### src/sv/assert_macros.svh
// Assertion macros shared by the resampler RTL.
// Depends on nothing; SYNTH builds get empty bodies.
`ifndef ASSERT_MACROS_SVH
`define ASSERT_MACROS_SVH
`ifndef SYNTH
`define ZSR_ASSERT(lbl, clk, rst_n, prop) \
  lbl: assert property (@(posedge clk) disable iff (!rst_n) (prop)) \
    else $error("zsr assertion failed");
`define ZSR_ASSERT_NEXT(lbl, clk, rst_n, ante, cons) \
  lbl: assert property (@(posedge clk) disable iff (!rst_n) (ante) |=> (cons)) \
    else $error("zsr assertion failed");
`else
`define ZSR_ASSERT(lbl, clk, rst_n, prop)
`define ZSR_ASSERT_NEXT(lbl, clk, rst_n, ante, cons)
`endif
`endif

### src/sv/zsr_pkg.sv
// Shared widths, register indexes and controller/datapath command types
// for the zoom/shift resampler. No dependencies.
package zsr_pkg;

  localparam int PIX_W  = 16;  // pixel port width
  localparam int POS_W  = 8;   // row / col port width
  localparam int SZ_W   = 9;   // frame size register width
  localparam int ZM_W   = 10;  // zoom / shift register width
  localparam int SC_W   = 20;  // scaled frame size width
  localparam int NUM_W  = 21;  // signed mapped position width
  localparam int PROD_W = 28;  // dividend width
  localparam int MAP_W  = NUM_W - 1 + SZ_W;
  localparam int IDX_W  = 3;   // config index width

  localparam logic [IDX_W-1:0] REG_FRAME_WIDTH  = 3'd0;
  localparam logic [IDX_W-1:0] REG_FRAME_HEIGHT = 3'd1;
  localparam logic [IDX_W-1:0] REG_ZOOM_AMOUNT  = 3'd2;
  localparam logic [IDX_W-1:0] REG_SHIFT_X      = 3'd3;
  localparam logic [IDX_W-1:0] REG_SHIFT_Y      = 3'd4;

  localparam logic [SZ_W-1:0] SIZE_RST = 9'd256;

  typedef struct packed {
    logic store_en;     // write the incoming pixel
    logic load_req;     // capture a fetch position
    logic cfg_we;       // register write
    logic derive;       // divider operands come from the size derivation
    logic drv_base_en;  // write the zoomed side
    logic drv_end_en;   // write the ratio-scaled side
    logic div_start;    // load and launch the divider
    logic num_en;       // register the shifted position
    logic axis;         // 0 column, 1 row
    logic clip_en;      // clip quotient into source coordinate
    logic rd_en;        // read the pixel store
  } cmd_t;

  typedef struct packed {
    logic div_done;
  } sts_t;

endpackage

### src/sv/zsr_ctrl.sv
// Sequencer for the resampler: store write, size derivation, two divider passes per fetch, store read.
// Depends on zsr_pkg and assert_macros.svh.
`include "assert_macros.svh"
module zsr_ctrl (
  input  logic          clk,
  input  logic          rst_n,
  input  logic          start,
  input  logic          in_func,
  input  logic          cfg_valid,
  output logic          busy,
  output logic          cfg_ready,
  output zsr_pkg::cmd_t cmd,
  input  zsr_pkg::sts_t sts
);
  import zsr_pkg::*;

  typedef enum logic [6:0] {
    S_IDLE    = 7'b0000001,
    S_DRV_MUL = 7'b0000010,
    S_DRV_DIV = 7'b0000100,
    S_NUM     = 7'b0001000,
    S_MUL     = 7'b0010000,
    S_DIV     = 7'b0100000,
    S_READ    = 7'b1000000
  } state_t;

  state_t state_r, state_nxt;
  logic   axis_r, axis_nxt;
  logic   idle;

  assign idle      = (state_r == S_IDLE);
  assign busy      = !idle;
  assign cfg_ready = idle && !start;

  always_comb begin
    cmd       = '0;
    state_nxt = state_r;
    axis_nxt  = axis_r;
    cmd.axis  = axis_r;
    unique case (state_r)
      S_IDLE: begin
        cmd.store_en = start && !in_func;
        cmd.load_req = start && in_func;
        cmd.cfg_we   = cfg_valid && !start;
        if (start && in_func) begin
          state_nxt = S_NUM;
          axis_nxt  = 1'b0;
        end else if (cfg_valid && !start) begin
          state_nxt = S_DRV_MUL;
        end
      end
      S_DRV_MUL: begin
        cmd.derive      = 1'b1;
        cmd.drv_base_en = 1'b1;
        cmd.div_start   = 1'b1;
        state_nxt       = S_DRV_DIV;
      end
      S_DRV_DIV: begin
        cmd.derive = 1'b1;
        if (sts.div_done) begin
          cmd.drv_end_en = 1'b1;
          state_nxt      = S_IDLE;
        end
      end
      S_NUM: begin
        cmd.num_en = 1'b1;
        state_nxt  = S_MUL;
      end
      S_MUL: begin
        cmd.div_start = 1'b1;
        state_nxt     = S_DIV;
      end
      S_DIV: begin
        if (sts.div_done) begin
          cmd.clip_en = 1'b1;
          if (axis_r) begin
            state_nxt = S_READ;
          end else begin
            state_nxt = S_NUM;
            axis_nxt  = 1'b1;
          end
        end
      end
      S_READ: begin
        cmd.rd_en = 1'b1;
        state_nxt = S_IDLE;
      end
      default: begin
        state_nxt = S_IDLE;
      end
    endcase
  end

  always_ff @(posedge clk) begin
    if (!rst_n) begin
      state_r <= S_DRV_MUL;
      axis_r  <= 1'b0;
    end else begin
      state_r <= state_nxt;
      axis_r  <= axis_nxt;
    end
  end

  `ZSR_ASSERT(a_done_in_div, clk, rst_n, sts.div_done |-> (state_r == S_DIV || state_r == S_DRV_DIV))
  `ZSR_ASSERT_NEXT(a_fetch_starts_col, clk, rst_n, cmd.load_req, state_r == S_NUM && !axis_r)

endmodule

### config.mk
export PLATFORM = sky130hd
export DESIGN_NAME = zsr_ctrl
export DESIGN_NICKNAME = d
export VERILOG_FILES = /design/src/sv/zsr_pkg.sv /design/src/sv/zsr_ctrl.sv
export VERILOG_INCLUDE_DIRS = /design/src /design/src/sv
export SDC_FILE = /design/constraint.sdc
export NUM_CORES = 1
export LEC_CHECK = 0
export BUFFER_PORTS_ARGS = -buffer_cell sky130_fd_sc_hd__buf_2
export CELL_PAD_IN_SITES_DETAIL_PLACEMENT = 0
export CELL_PAD_IN_SITES_GLOBAL_PLACEMENT = 2
export CORE_ASPECT_RATIO = 1.25
export CORE_MARGIN = 4
export CORE_UTILIZATION = 25
export DETAILED_ROUTE_END_ITERATION = 7
export PLACE_DENSITY_LB_ADDON = 0.1
export SYNTH_ARGS = -nofsm -noshare
export SYNTH_HDL_FRONTEND = slang
export SYNTH_SLANG_ARGS = --single-unit
### constraint.sdc
create_clock -name clk -period 1.5 [get_ports clk]
set_input_delay 0.3 -clock clk [delete_from_list [all_inputs] [get_ports clk]]
set_output_delay 0.3 -clock clk [all_outputs]
set_load 0.01 [all_outputs]
# Word level (Yosys, flattened, before mapping)

Index checks and enable logic that the tools add are counted.

Register bits: 8
Word-level logic and storage cells: 43
Output and inout bits: 13
Input bits: 6

Muxes and demuxes: 18
Reduce and logical (&&, ||, !) cells: 12
Equality and inequality tests: 11

Operator list:

| kind                                                   | number |
|---|---|
| case mux 7 bit (6 select lines)                        | 1 |
| 2-to-1 mux 7 bit                                       | 5 |
| 2-to-1 mux 1 bit                                       | 10 |
| equality test 7 x 1 -> 1 bit (second input constant)   | 1 |
| equality test 7 x 2 -> 1 bit (second input constant)   | 1 |
| equality test 7 x 3 -> 1 bit (second input constant)   | 1 |
| equality test 7 x 4 -> 1 bit (second input constant)   | 1 |
| equality test 7 x 5 -> 1 bit (second input constant)   | 1 |
| equality test 7 x 6 -> 1 bit (second input constant)   | 1 |
| equality test 7 bit (second input constant)            | 1 |
| AND reduction 3 bit                                    | 2 |
| logical AND 1 bit                                      | 4 |
| inequality test 2 bit (second input constant)          | 2 |
| OR reduction 2 bit                                     | 2 |
| logical NOT 1 bit                                      | 3 |
| 2-to-1 mux 3 bit                                       | 1 |
| inequality test 3 x 1 -> 1 bit (second input constant) | 1 |
| inequality test 2 x 1 -> 1 bit (second input constant) | 1 |
| case mux 1 bit (2 select lines)                        | 1 |
| nonzero test 2 bit                                     | 1 |

# Depth between registers and ports, before layout

Depth after elaboration: 5
Depth in mapped cells: 5

# Worst setup path before layout

Ideal clock, no wire load.

Kind: register -> output
Start point: register state_r[4]
End point: output cmd[10] (netlist name)
Data required time: 1200 ps
Buffers on the path: 0
Slack: 38 ps
Arrival time: 1162 ps
Cell stages (with the launch flop): 4
Cell sequence: dfxtp_1 nor4b_4 nand2_2 nor3b_1

RTL lines:

| element                | line           | source |
|---|---|---|
| start, declared        | zsr_ctrl.sv:27 | `state_t state_r, state_nxt;` |
| start signal, assigned | zsr_ctrl.sv:99 | `state_r <= state_nxt;` |
| end, declared          | zsr_ctrl.sv:12 | `output zsr_pkg::cmd_t cmd,` |

==> metrics <==
final core utilization=45.3%; DPL Wire Length=between 1000 and 1500 um; combinational fraction of design power=31.0%; Clock Skews=0.000595 ns; synth unique cells=29; setup ws final=-0.164 ns; CP startpoint=state_r[1]$_SDFFE_PN1P_; fin crit share=111%; CTS tree=done; reg-to-reg startpoint=state_r[3]$_SDFFE_PN0P_; Synth Net Count=67; Crit path required time=1.20 ns; top post-synthesis cells by count=8 x dfxtp_1, 7 x nor2_1, 5 x o21ai_0; flop2flop setup slack=-0.06 ns; vias per std cell=4.85; CTS Buffer Depth=2; Power Dens Cells=between 600 and 700 nW/um2; Syn Inst Count=61; Worst path top cell family by delay=simple AND/OR/NAND/NOR gates; Initial DRC Count=6; DP Area=between 600 and 700 um2; GRT Overall Usage=roughly an eighth; vias in the first global route=just under 600; clk sinks=8; number of synthesized flops with an enable pin=0; Seq pwr share=a little over two fifths; Routed Antenna Nets=0; initial antenna violation count=0; post-synthesis sequential area ratio=32.1%; FMAX=about 0.6 GHz; worst path cell trace=nor4b_4 > nand2_4 > nor3b_2 > buf_2; drt drc=0; Max stage delay on crit path=approximately 0.36 ns; Yosys warnings=0; Critical Path AT=approximately 1.4 ns; Mapped Area=approximately 500 um2; Avg Inst Size Synth=8.18 um2; FP Rows=17; DIE WIDTH=48.0 um; synth top area cells=dfxtp_1 32%, nor2_1 5.3%, o21ai_0 5.0%, nor4b_4 4.8%, and3_1 3.8%; Worst Setup End Kind=output pin; chip height=a little under 60 um; GPL Wtd Cong=around 0.7; type of the worst setup path=reg -> out; I/O Buffers=18; H-Tree Depth=1; Layout area overhead=65.9%; fin nets=105; top-area cell type share of the netlist area=between 30% and 40%; global route overflow=0; Hold Path Class=in -> reg; pre-CTS WS=approximately 0.024 ns; initial core utilization=between 20% and 30%; pin count of the biggest net entering global routing=8; CTS Buf Count=3; Yosys reg bits=8; minimum clock period=roughly 1.7 ns; drt wl/cell=about 13 um; 1st-pass router iterations=4; Max Cap Viol=0; Worst Path Buf+Inv=1; die area=around 2800 um2; failing checks=negative setup slack; switching pwr=0.000164 W; clock slew at reported path FFs=approximately 0.05 ns; switching power share of the total=between 20% and 30%; Slew HR=76.5%; # IOs=19; clock share of power=26.9%; routed wire length=about 1500 um; Pins Over Slew Limit=0; Final Instance Area=slightly above 800 um2; Antenna Cells=0; routed via count=~560; most used flip-flop cell after synthesis=dfxtp_1; share of flip-flops with an asynchronous set or reset=0%; LEAKAGE=slightly above 0.4 nW; cell accounting for the most synthesized area=dfxtp_1; peak supply drop=0.444 mV; # setup viols final=13; CP max stage cell=dfxtp_4; CORE AREA=around 1800 um2; share of cells above drive strength 1=between 60% and 70%; Startpoint Class=flip-flop; Hold Crit Start=rst_n; clock latency on the worst-skew pair=0.24 ns; Internal=0.000407 W; Design Power=between 0.0005 and 0.0006 W; unrepaired setup endpoints after global routing=true; first-pass GRT wire length=approximately 2500 um; most frequent cell after synthesis=dfxtp_1; status=finished, violations left; Max FO, Critical Path=6; Tightest Pin Transition=roughly 0.35 ns; Root Buffer Master=clkbuf_4; Final Hold Fails=0
-- repair_timing --
action / CTS / global route
setup endpoints to repair: 11 / 18
hold buffers: 0 / 0
pin swaps: 13 / 4
resized for setup: 17 / 6
buffers inserted: 9 / 1
gates cloned: 0 / 0
endpoints found under the hold margin: 0 / 0
-- cells by family (layout without fill, tap and decap cells) --
family / after synthesis / in the layout / share of synthesized area (%)
xor gates and xnor gates: 2 / 2 / 3.51
AOI/OAI and AO/OA: 10 / 10 / 12.0
and+or+nand+nor: 34 / 34 / 45.4
DFF: 8 / 8 / 32.1
buffers and inverters: 7 / 43 / 7.01
-- layout make-up --
type,instances,area [um2]
flip-flops and latches,8,171
well taps,19,23.8
repair buffers,36,244
fillers,193,1000
inverters,4,15.0
multi-input cells,46,352
clock buffers,3,22.5
-- state kept, by name, indices dropped and copies added (netlist names) --
| name | count |
|---|---|
| state_r | 7 |
| axis_r | 1 |
-- worst paths after layout --
path	to	depth (start not counted)
worst max-delay path	cmd[10]	4
worst min-delay path	state_r[1]$_SDFFE_PN1P_	2
worst min register to register	state_r[6]$_SDFFE_PN0P_	1
worst max register to register	state_r[0]$_SDFFE_PN0P_	10
-- layer usage --
metal / wire length (um) / global-route usage, % / up-vias
li1: - / - / 287
met1: 574 / 15.0 / 257
met2: 794 / 21.2 / 17
met3: 80 / 1.86 / 2
met4: 12 / 5.77 / 0
met5: 0 / 0 / -
-- power groups by stage --
stage	logic, W	registers [W]	clock network [W]
detailed placement	0.000156	0.000240	0
finish	0.000177	0.000241	0.000154
global placement	0.000156	0.000241	0
global route	0.000198	0.000242	0.000175
floorplan	0.0000807	0.000240	0
CTS	0.000179	0.000238	0.000158
-- placed cells by master, fill, tap and decap left out, types with 2 or more instances in the layout --
cell	synthesis	routed
nor3b_2	1	2
o21ai_0	5	5
clkbuf_4	0	3
buf_6	0	5
xor2_1	2	2
nand2_1	4	3
inv_1	4	4
nor2_1	7	6
nand4_1	3	3
buf_2	1	18
and3_4	0	2
nand4b_1	2	2
buf_4	2	13
dfxtp_2	0	6
-- metrics by stage --
step	std cells	setup TNS [ns]	hold WS (ns)
floorplan	61	0	0.376
global placement	105	0	0.496
detailed placement	105	0	0.501
CTS	117	-1.43	0.280
global route	116	-2.97	0.292
finish	116	-1.39	0.290
(Power assumes the default switching activity.)
